### src/rtl/core/assert_macros.svh
// Assertion macros shared by the console writer RTL.
`ifndef ASSERT_MACROS_SVH
`define ASSERT_MACROS_SVH

// Same-cycle implication, sampled on clk, off during reset.
`define ASSERT_IMPL(label, ante, cons, msg) \
    label: assert property (@(posedge clk) disable iff (!rst_n) (ante) |-> (cons)) \
        else $error(msg);

// Next-cycle implication, sampled on clk, off during reset.
`define ASSERT_NEXT(label, ante, cons, msg) \
    label: assert property (@(posedge clk) disable iff (!rst_n) (ante) |=> (cons)) \
        else $error(msg);

`endif

### src/rtl/core/tcw_pkg.sv
// Package: geometry, codes, tables and types of the text console writer.
package tcw_pkg;

    // Screen geometry
    localparam int COLUMNS   = 80;
    localparam int ROWS      = 25;
    localparam int TAB_STOP  = 8;
    localparam int CELL_COUNT = COLUMNS * ROWS;
    localparam int SCROLL_N  = (ROWS - 1) * COLUMNS;

    // Widths
    localparam int COL_W  = $clog2(COLUMNS);
    localparam int COLX_W = $clog2(COLUMNS + TAB_STOP + 1);
    localparam int ROW_W  = (ROWS > 2) ? $clog2(ROWS) : 1;
    localparam int ADDR_W = $clog2(CELL_COUNT);
    localparam int CNT_W  = $clog2(CELL_COUNT + 1);
    localparam int POS_W  = 11;
    localparam int IDX_W  = 11;
    localparam int CELL_W = 16;

    // Commands
    localparam logic [1:0] CMD_PUT   = 2'd0;
    localparam logic [1:0] CMD_CLEAR = 2'd1;
    localparam logic [1:0] CMD_READ  = 2'd2;

    // Character codes
    localparam logic [7:0] CH_BS    = 8'h08;
    localparam logic [7:0] CH_TAB   = 8'h09;
    localparam logic [7:0] CH_LF    = 8'h0A;
    localparam logic [7:0] CH_CR    = 8'h0D;
    localparam logic [7:0] CH_SPACE = 8'h20;
    localparam logic [7:0] CH_DEL   = 8'h7F;

    // Cell values
    localparam logic [CELL_W-1:0] BLANK_CELL = 16'h0F20;
    localparam logic [CELL_W-1:0] TEXT_ATTR  = 16'h0F00;

    // Next tab stop for every column, built at elaboration
    typedef logic [COLX_W-1:0] tab_table_t [COLUMNS];

    function automatic tab_table_t tab_table_f();
        tab_table_t t;
        for (int i = 0; i < COLUMNS; i++) begin
            t[i] = COLX_W'(i + TAB_STOP - (i % TAB_STOP));
        end
        return t;
    endfunction

    localparam tab_table_t TAB_NEXT = tab_table_f();

    // Cursor update for one put
    typedef struct packed {
        logic [COL_W-1:0] col;
        logic [ROW_W-1:0] row;
        logic             wr_en;
        logic             scroll;
    } cursor_upd_t;

endpackage

### src/rtl/core/tcw_cursor_next.sv
// Cursor update logic for one put word: control codes, wrap and scroll detect.
module tcw_cursor_next (
    input  logic [tcw_pkg::COL_W-1:0] col,
    input  logic [tcw_pkg::ROW_W-1:0] row,
    input  logic [7:0]                char_code,
    output tcw_pkg::cursor_upd_t      upd
);

    logic [tcw_pkg::COLX_W-1:0] col_x;
    logic                       row_inc;
    logic [tcw_pkg::ROW_W:0]    row_x;
    logic                       printable;

    assign printable = (char_code >= tcw_pkg::CH_SPACE) && (char_code <= tcw_pkg::CH_DEL);

    // Decode the byte, then wrap the column and detect a scroll
    always_comb
    begin
        col_x   = tcw_pkg::COLX_W'(col);
        row_inc = 1'b0;
        case (char_code)
            tcw_pkg::CH_BS:
            begin
                if (col != '0)
                    col_x = tcw_pkg::COLX_W'(col) - tcw_pkg::COLX_W'(1);
            end
            tcw_pkg::CH_TAB:
            begin
                col_x = tcw_pkg::TAB_NEXT[col];
            end
            tcw_pkg::CH_CR:
            begin
                col_x = '0;
            end
            tcw_pkg::CH_LF:
            begin
                col_x   = '0;
                row_inc = 1'b1;
            end
            default:
            begin
                if (printable)
                    col_x = tcw_pkg::COLX_W'(col) + tcw_pkg::COLX_W'(1);
            end
        endcase

        if (col_x >= tcw_pkg::COLX_W'(tcw_pkg::COLUMNS))
        begin
            col_x   = '0;
            row_inc = 1'b1;
        end

        row_x = {1'b0, row} + {{tcw_pkg::ROW_W{1'b0}}, row_inc};

        upd.wr_en  = printable;
        upd.col    = col_x[tcw_pkg::COL_W-1:0];
        upd.scroll = (row_x >= (tcw_pkg::ROW_W+1)'(tcw_pkg::ROWS));
        upd.row    = upd.scroll ? tcw_pkg::ROW_W'(tcw_pkg::ROWS - 1)
                                : row_x[tcw_pkg::ROW_W-1:0];
    end

endmodule

### config.mk
export PLATFORM = sky130hd
export DESIGN_NAME = tcw_cursor_next
export DESIGN_NICKNAME = d
export VERILOG_FILES = /design/src/rtl/core/assert_macros.svh /design/src/rtl/core/tcw_pkg.sv /design/src/rtl/core/tcw_cursor_next.sv
export SDC_FILE = /design/constraint.sdc
export NUM_CORES = 1
export LEC_CHECK = 0
export CORE_MARGIN = 10
export CORE_UTILIZATION = 45
export DETAILED_ROUTE_END_ITERATION = 16
export DONT_BUFFER_PORTS = 1
export PLACE_DENSITY = 0.65
export SLEW_MARGIN = 20
export SYNTH_ARGS = -nofsm -noshare
export SYNTH_HDL_FRONTEND = slang
export SYNTH_SLANG_ARGS = --single-unit
### constraint.sdc
create_clock -name vclk -period 3.92
set_input_delay 0.196 -clock vclk [all_inputs]
set_output_delay 0.196 -clock vclk [all_outputs]
set_load 0.02 [all_outputs]
# ---- Word-level counts from Yosys, hierarchy flattened
# Memory sizes are Yosys's and may differ from the RTL's.
# Cells that the tools add are included.
# W data, S select, Z words.
dict set report word_totals {
  inputBits 20
  n_memories 1
  mem_bits_ro 896
  ff_bits 0
}
# memory depth width read_ports rd_clocked_by_memory_dff wr line_no
set memory_table {}
lappend memory_table {{(no name shown)} 128 7 1 0 0 tcw_cursor_next.sv:29} ;# col_x = tcw_pkg::TAB_NEXT[col];
dict set report classes {
  n_bitwise 1
  magnitude_cmp 5
  n_reduce_logical 3
  add_sub_neg 3
  eq_ne 4
  muxes 9
}
# op n
set op_table {}
lappend op_table {{$mux W7} 5}
lappend op_table {{$eq A8 B4 Y1 const B} 4}
lappend op_table {{$pmux W7 S3} 1}
lappend op_table {{$ge A8 B6 Y1 const B} 1}
lappend op_table {{$ge A8 B8 Y1 const B} 1}
lappend op_table {{$le A8 B7 Y1 const B} 1}
lappend op_table {{$not A7 Y8} 1}
lappend op_table {{$add A7 B1 Y7 const B} 1}
lappend op_table {{$ge A7 B7 Y1 const B} 1}
lappend op_table {{$reduce_bool A7 Y1} 1}
lappend op_table {{$sub A7 B1 Y7 const B} 1}
lappend op_table {{$add A5 B1 Y6} 1}
lappend op_table {{$ge A6 B5 Y1 const B} 1}
lappend op_table {{$mux W5} 1}
lappend op_table {{$mux W1} 2}
lappend op_table {{$reduce_or A2 Y1} 1}
lappend op_table {{$logic_and A1 B1 Y1} 1}

# ---- Logic depth before layout (Yosys ltp)
# Gate-level depths: netlist of run 1.
dict set report logic_depth {
  word_depth 10
  depth_mapped 16
}

# ---- Worst setup path after synthesis of run 1
# Ideal clock, no wire load.
dict set report synth_path {
  path_kind {input-to-output}
  start {input col[0] in the netlist's numbering}
  end {output upd[2] in the netlist's numbering}
  path_slack_ps 631
  cell_stages 16
  t_arrival_ps 3093
  n_path_buf 0
  t_required_ps 3724
  cell_sequence {inv_1 -> ha_1 -> or3b_1 -> or3_1 -> a21oi_1 -> o32a_1 -> a31oi_4 -> a31o_1 -> ha_1 -> ha_1 -> nor2_1 -> o21ai_0 -> nand2_1 -> o211ai_1 -> a32oi_1 -> and2_1}
}
# item line_no
set synth_rtl {}
lappend synth_rtl {{start: declaration} tcw_cursor_next.sv:3} ;# input logic [tcw_pkg::COL_W-1:0] col,
lappend synth_rtl {{end: declaration} tcw_cursor_next.sv:6} ;# output tcw_pkg::cursor_upd_t upd

==> impl_metrics.toml, run 1 <==
[synthesis]
yosys.area.top_type = "ha_1"
synth-seq-area-share = 0
synthDistinctLibCells = 44
synthTopCellsByArea = "ha_1, and2_1, xor2_1, nor2_1, nand2_1"
syn-num-nets = 129
syn_avg_cell_area_sq_um = 7.11
yosys_warnings = 0
netlist_area_sq_um = 718
synth_top_area_share = 0.139
syn_inst = 101

[sta]
finalCriticalPeriod_ns = 3.65
worst_slew_pin_slew_ns = 0.773
maxSlewViolCount = 0
setup_viol = 0
fmax_ghz = 0.274
max_slew_margin = 0.482
period_share = 0.932
hold_viol = 0
fin_hold_ws_ns = 0.548

[setup_path]
worstPathCellList = "inv_1 > ha_1 > or3b_1 > or3_1 > a21oi_1 > o32a_1 > a31oi_4 > a31o_1 > ha_1 > ha_1 > nor2_1 > o21ai_0 > nand2_1 > o211ai_1 > a32oi_2 > and2_1"
crit_family = "simple AND/OR/NAND/NOR gates"
cp-start-kind = "primary input"
critPathRequiredTime_ns = 3.72
slowest_delay_ns = 0.45
worst-path-buf-inv = 1
crit_top_cell = "ha_1"
worstPathMaxFanout = 5
crit_path_top_delay_cell = "or3b_1"
end_kind = "output pin"
worst-setup-path-type = "primary input to output pin"
critPathArrivalTime_ns = 3.46

[grt]
gr-usage-met2 = 0.175
grt.total_usage = 0.110
grtUsageMet3 = 0.0403
grt_use_met1 = 0.140
grt.overflow.total = 0
busiest_layer = "met2"
grt_pass1_vias = 702
grt_max_degree = 11
grt_pass1_wl_um = 3350
antenna_found_initial = 0

[finish]
mostFrequentLayoutCell = "nor2_1"
mostFrequentLayoutCells = "nor2_1, ha_1, nand2_1, inv_1, a21oi_1"
register_area_sq_um = 0
n_sequential_cell = 0
fin_cells = 113
diodes = 0
fin_nets = 127
area_growth_pct = 2.79
drive_gt1_frac = 0.144
final.clkbuf_count = 0

[power_and_ir_drop]
leakage_nw = 0.273
p_per_area_nw_per_um2 = 102
max-vdd-ir-drop_v = 0.0000411
p_total_uw = 75.5

[floorplanning]
core_area_sq_um = 1510
rows = 14
die_w_um = 60.0
boundaryPins = 34
dieArea_sq_um = 3590
fp.dieH_um = 60.0
start_util = 0.477

[route]
vias_per_cell = 6.52
drcViolationCount = 0
totalWireLength_um = 2130
drtAntennaViolNets = 0
vias = 737
routedWlPerCell_um = 18.8
initialDrtViolationCount = 20
first_pass_iters = 4

[clocking]
cts_setup_buffers = 0

[hold_path]
hold_class = "primary input to output pin"

[placed_design]
placement.io_buffers = 0
gp_congestion = 0.807
placed_cells = 113
dp_hpwl_um = 1780

[run]
cap_violations = 0

[status]
run_status = "finished clean"
cell families after synthesis:
family,synth area share
xor gates and xnor gates,0.0610
adders and majority gates,0.139
muxes,0.0157
AOI/OAI and AO/OA,0.338
buffers and inverters,0.0575
and+or+nand+nor,0.389
per-stage QoR:
step	setup TNS (ns)	instance area [sq um]	setup WS (ns)	utilization
finish	0	738	0.266	0.490
global route	-0.0414	738	-0.0414	0.490
global placement	0	719	0.422	0.478
detailed placement	0	719	0.246	0.478
floorplan	0	718	0.631	-
CTS	0	719	0.219	0.478
cell type report:
class              instances  area, sq um
inverters                  6         22.5
well taps                 16         20.0
multi-input cells         91          696
fillers                  162          768
what timing repair did:
item                                    in CTS  in global routing
endpoints found under the setup margin       0                  3
gates resized for setup                      0                  4
hold buffers                                 0                  0
routing by layer:
| metal | vias up | routed length (um) |
|---|---|---|
| met3 | 4 | 232 |
| met4 | 0 | 48 |
| met5 | - | 0 |
| met1 | 327 | 899 |
| li1 | 380 | - |
| met2 | 26 | 945 |
report_power, final:
group	switching, mW	internal [mW]	total (mW)
clock network	0	0	0
logic	0.0482	0.0273	0.0755
registers	0	0	0
path summary, 6_finish.rpt:
path	depth (start not counted)	from	slack, ns	to
worst max-delay path	16	col[0]	0.27	upd[4]
worst min-delay path	1	col[3]	0.55	upd[10]
cells in the mapped netlist, types with 2 or more instances:
cell and number:
a21oi_1 5, nand3_1 4, and2_1 6, inv_1 6, nor2_1 9, clkbuf_1 3, nor4_1 3, o32ai_1 2
a211oi_1 3, o21ai_0 3, and3_1 3, nand2_1 7, nor3_1 3, or3_1 4, ha_1 8, xor2_1 4
No activity file was read; power rests on OpenSTA's default activity.
==> inputs of run 2 (changes only) <==
--- a/config.mk
+++ b/config.mk
@@ -5,11 +5,11 @@
 export SDC_FILE = /design/constraint.sdc
 export NUM_CORES = 1
 export LEC_CHECK = 0
-export CORE_MARGIN = 10
 export CORE_UTILIZATION = 45
 export DETAILED_ROUTE_END_ITERATION = 16
 export DONT_BUFFER_PORTS = 1
 export PLACE_DENSITY = 0.65
+export RECOVER_POWER = 50
 export SLEW_MARGIN = 20
 export SYNTH_ARGS = -nofsm -noshare
 export SYNTH_HDL_FRONTEND = slang
==> impl_metrics.toml, run 2 (synthesis results as in run 1) <==
[finish]
mostFrequentLayoutCell = "nor2_1"
multiInputGateArea_sq_um = 686
register_area_sq_um = 0
diodes = 0
final_util = 0.483
n_sequential_cell = 0
n_fill_cell = 162
area_growth_pct = 1.39
mostFrequentLayoutCells = "nor2_1, ha_1, nand2_1, inv_1, and2_1"
fin_nets = 127
drive_gt1_frac = 0.103
final.clkbuf_count = 0

[route]
totalWireLength_um = 1750
drcViolationCount = 0
vias_per_cell = 6.73
drtAntennaViolNets = 0
initialDrtViolationCount = 11
routedWlPerCell_um = 15.5
first_pass_iters = 4
vias = 761

[grt]
grt.total_usage = 0.189
grt_use_met1 = 0.279
antenna_found_initial = 0
grt_pass1_vias = 634
busiest_layer = "met2"
grt.overflow.total = 0
gr-usage-met2 = 0.313
grt_pass1_wl_um = 2760
grt_max_degree = 11
grtUsageMet3 = 0.0217

[power_and_ir_drop]
comb_power_share = 1.000
p_seq_frac = 0
p_clk_frac = 0
p_per_area_nw_per_um2 = 99.5
power.internal_uw = 26.1
switching_share = 0.640
p_total_uw = 72.5
power_switching_uw = 46.4
max-vdd-ir-drop_v = 0.0000409
leakage_nw = 0.274

[floorplanning]
dieArea_sq_um = 1760
start_util = 0.477
die_w_um = 42.0
core_area_sq_um = 1510
fp.dieH_um = 42.0
boundaryPins = 34
rows = 14

[placed_design]
dp_hpwl_um = 1420
placement.io_buffers = 0
gp_congestion = 0.845
dp_slack_ns = 0.285

[sta]
fmax_ghz = 0.271
setup_ws_ns = 0.229
period_share = 0.942
worst_slew_pin_slew_ns = 0.730
max_slew_margin = 0.510
setup_viol = 0
hold_viol = 0
setup_tns_ns = 0
rsz0062_at_grt = "false"
maxSlewViolCount = 0
fin_hold_ws_ns = 0.540
finalCriticalPeriod_ns = 3.69

[setup_path]
startpoint = "col[0]"
worstPathCellList = "inv_1 > ha_1 > or3b_1 > or3_1 > a21oi_1 > o32a_1 > a31oi_4 > a31o_1 > ha_1 > ha_1 > nor2_1 > o21ai_0 > nand2_1 > o211ai_1 > a32oi_1 > and2_1"
worstPathMaxFanout = 5
critPathRequiredTime_ns = 3.72
critPathArrivalTime_ns = 3.50
end_kind = "output pin"
crit_path_top_delay_cell = "or3b_1"
slowest_delay_ns = 0.44
crit_top_cell = "ha_1"
worst-setup-path-type = "primary input to output pin"
cp-start-kind = "primary input"

[hold_path]
min_from = "col[3]"
hold_class = "primary input to output pin"

[status]
run_status = "finished clean"

[run]
cap_violations = 0

[clocking]
ctsHoldBuffers = 0
## run 2: layout make-up
type / instances / share of cell area
tap: 16 / 0.0275
inverter: 6 / 0.0309
multi-input combinational: 91 / 0.942
## run 2: worst max-delay path, delay by kind of cell
family	cells	cell delay, ns
AND/OR/NAND/NOR	5	1.33
AO/OA/AOI/OAI	7	1.19
adder cells (fa/ha/maj)	3	0.72
buffers and inverters	1	0.05
## run 2: power by group through the flow
stage | Sequential [mW] | Clock (mW) | Combinational, mW
2_1_floorplan | 0 | 0 | 0.0665
3_3_place_gp | 0 | 0 | 0.0706
3_5_place_dp | 0 | 0 | 0.0719
4_1_cts | 0 | 0 | 0.0721
5_1_grt | 0 | 0 | 0.0787
6_report | 0 | 0 | 0.0725
## run 2: repair_timing
| item | CTS | global route |
|---|---|---|
| gates resized for setup | 0 | 1 |
| setup endpoints to repair | 0 | 3 |
| endpoints found under the hold margin | 0 | 0 |
| setup buffers | 0 | 0 |
## run 2: path summary, 6_finish.rpt
| check | endpoint | cells past startpoint |
|---|---|---|
| max | upd[2] | 16 |
| min | upd[10] | 1 |
## run 2: per-layer routing
metal | share of wire | vias up | wire (um)
met2 | 0.46 | 23 | 800
met4 | 0 | 0 | 0
met5 | 0 | - | 0
li1 | - | 380 | -
met3 | 0.053 | 0 | 93
met1 | 0.49 | 358 | 851
## run 2: through the flow
step                instance area, sq um  instances
global placement                     719        113
finish                               728        113
floorplan                            718        101
CTS                                  719        113
global route                         728        113
detailed placement                   719        113
==> inputs of run 3 (changes only) <==
--- a/config.mk
+++ b/config.mk
@@ -5,6 +5,7 @@
 export SDC_FILE = /design/constraint.sdc
 export NUM_CORES = 1
 export LEC_CHECK = 0
+export CORE_MARGIN = 5
 export CORE_UTILIZATION = 45
 export DETAILED_ROUTE_END_ITERATION = 16
 export DONT_BUFFER_PORTS = 1
==> constraint.sdc (replaced) <==
create_clock -name vclk -period 3.92
set_input_delay 0.196 -clock vclk [all_inputs]
set_output_delay 0.196 -clock vclk [all_outputs]
set_load 0.05 [all_outputs]
==> impl_metrics.toml, run 3 (synthesis results as in run 1) <==
[status]
run_status = "finished clean"

[grt]
grt_max_degree = 11
grt_use_met1 = 0.204
grt_pass1_wl_um = 3270
busiest_layer = "met2"
grtUsageMet3 = 0.0301
gr-usage-met2 = 0.258
antenna_found_initial = 0
grt_pass1_vias = 741
grt.overflow.total = 0
grt.total_usage = 0.151

[power_and_ir_drop]
p_total_uw = 113
max-vdd-ir-drop_v = 0.0000723
p_per_area_nw_per_um2 = 143
leakage_nw = 0.305

[route]
routedWlPerCell_um = 16.1
first_pass_iters = 4
vias_per_cell = 6.51
drtAntennaViolNets = 0
drcViolationCount = 0
totalWireLength_um = 1950
vias = 788
initialDrtViolationCount = 16

[floorplanning]
boundaryPins = 34
fp.dieH_um = 50.0
rows = 14
start_util = 0.477
dieArea_sq_um = 2500
die_w_um = 50.0
core_area_sq_um = 1510

[setup_path]
crit_top_cell = "ha_1"
crit_path_top_delay_cell = "or3b_1"
critPathArrivalTime_ns = 3.46
worstPathMaxFanout = 5
slowest_delay_ns = 0.45
worst-setup-path-type = "primary input to output pin"
end_kind = "output pin"
crit_family = "simple AND/OR/NAND/NOR gates"
worstPathCellList = "inv_1 > ha_1 > or3b_1 > or3_1 > a21oi_1 > o32a_1 > a31oi_4 > a31o_1 > ha_1 > ha_1 > nor2_1 > o21ai_0 > nand2_1 > o211ai_1 > a32oi_2 > and2_1 > buf_4"
cp-start-kind = "primary input"
critical_path_depth = 17
critPathRequiredTime_ns = 3.72
worst-path-buf-inv = 2

[placed_design]
gp_congestion = 0.834
placement.io_buffers = 0
dp_slack_ns = 0.214
dp_hpwl_um = 1600

[run]
cap_violations = 0

[finish]
final_util = 0.524
n_fill_cell = 151
mostFrequentLayoutCells = "nor2_1, ha_1, nand2_1, inv_1, and2_1"
mostFrequentLayoutCell = "nor2_1"
multiInputGateArea_sq_um = 698
fin_nets = 135
diodes = 0
n_sequential_cell = 0
final.clkbuf_count = 0
area_growth_pct = 9.93
register_area_sq_um = 0
drive_gt1_frac = 0.162

[sta]
hold_viol = 0
period_share = 0.933
fmax_ghz = 0.273
fin_hold_ws_ns = 0.580
setup_ws_ns = 0.262
rsz0062_at_grt = "false"
setup_tns_ns = 0
setup_viol = 0
finalCriticalPeriod_ns = 3.66
maxSlewViolCount = 0
max_slew_margin = 0.0462
worst_slew_pin_slew_ns = 1.42

[hold_path]
hold_class = "primary input to output pin"
holdPathStages = 1
==> run 3: metrics by stage <==
stage,area (sq um),cells
after floorplan,718,101
after global routing,790,121
after detailed placement,790,121
after CTS,790,121
final,790,121
after global placement,790,121
==> run 3: repair_timing <==
item	CTS	global route
hold buffers	0	0
setup buffers	0	0
hold endpoints to repair	0	0
endpoints found under the setup margin	0	4
gates resized for setup	0	2
==> run 3: path summary, 6_finish.rpt <==
kind                from       to  slack, ns
setup / recovery  col[0]   upd[3]       0.26
hold / removal    col[3]  upd[10]       0.58
==> run 3: layer usage <==
layer  up-vias  share of wire
met1       365           0.45
met3         0          0.084
li1        396              -
met4         0              0
met2        27           0.47
met5         -              0
==> run 3: cell type report <==
type,count,share of cell area
Tap cell,16,0.0254
Timing Repair Buffer,8,0.0618
Multi-Input combinational cell,91,0.884
Inverter,6,0.0285
==> run 3: power breakdown <==
group	leakage, nW	switching, mW	internal, mW
clock network	0	0	0
registers	0	0	0
logic	0.305	0.0787	0.0343
total	0.305	0.0787	0.0343
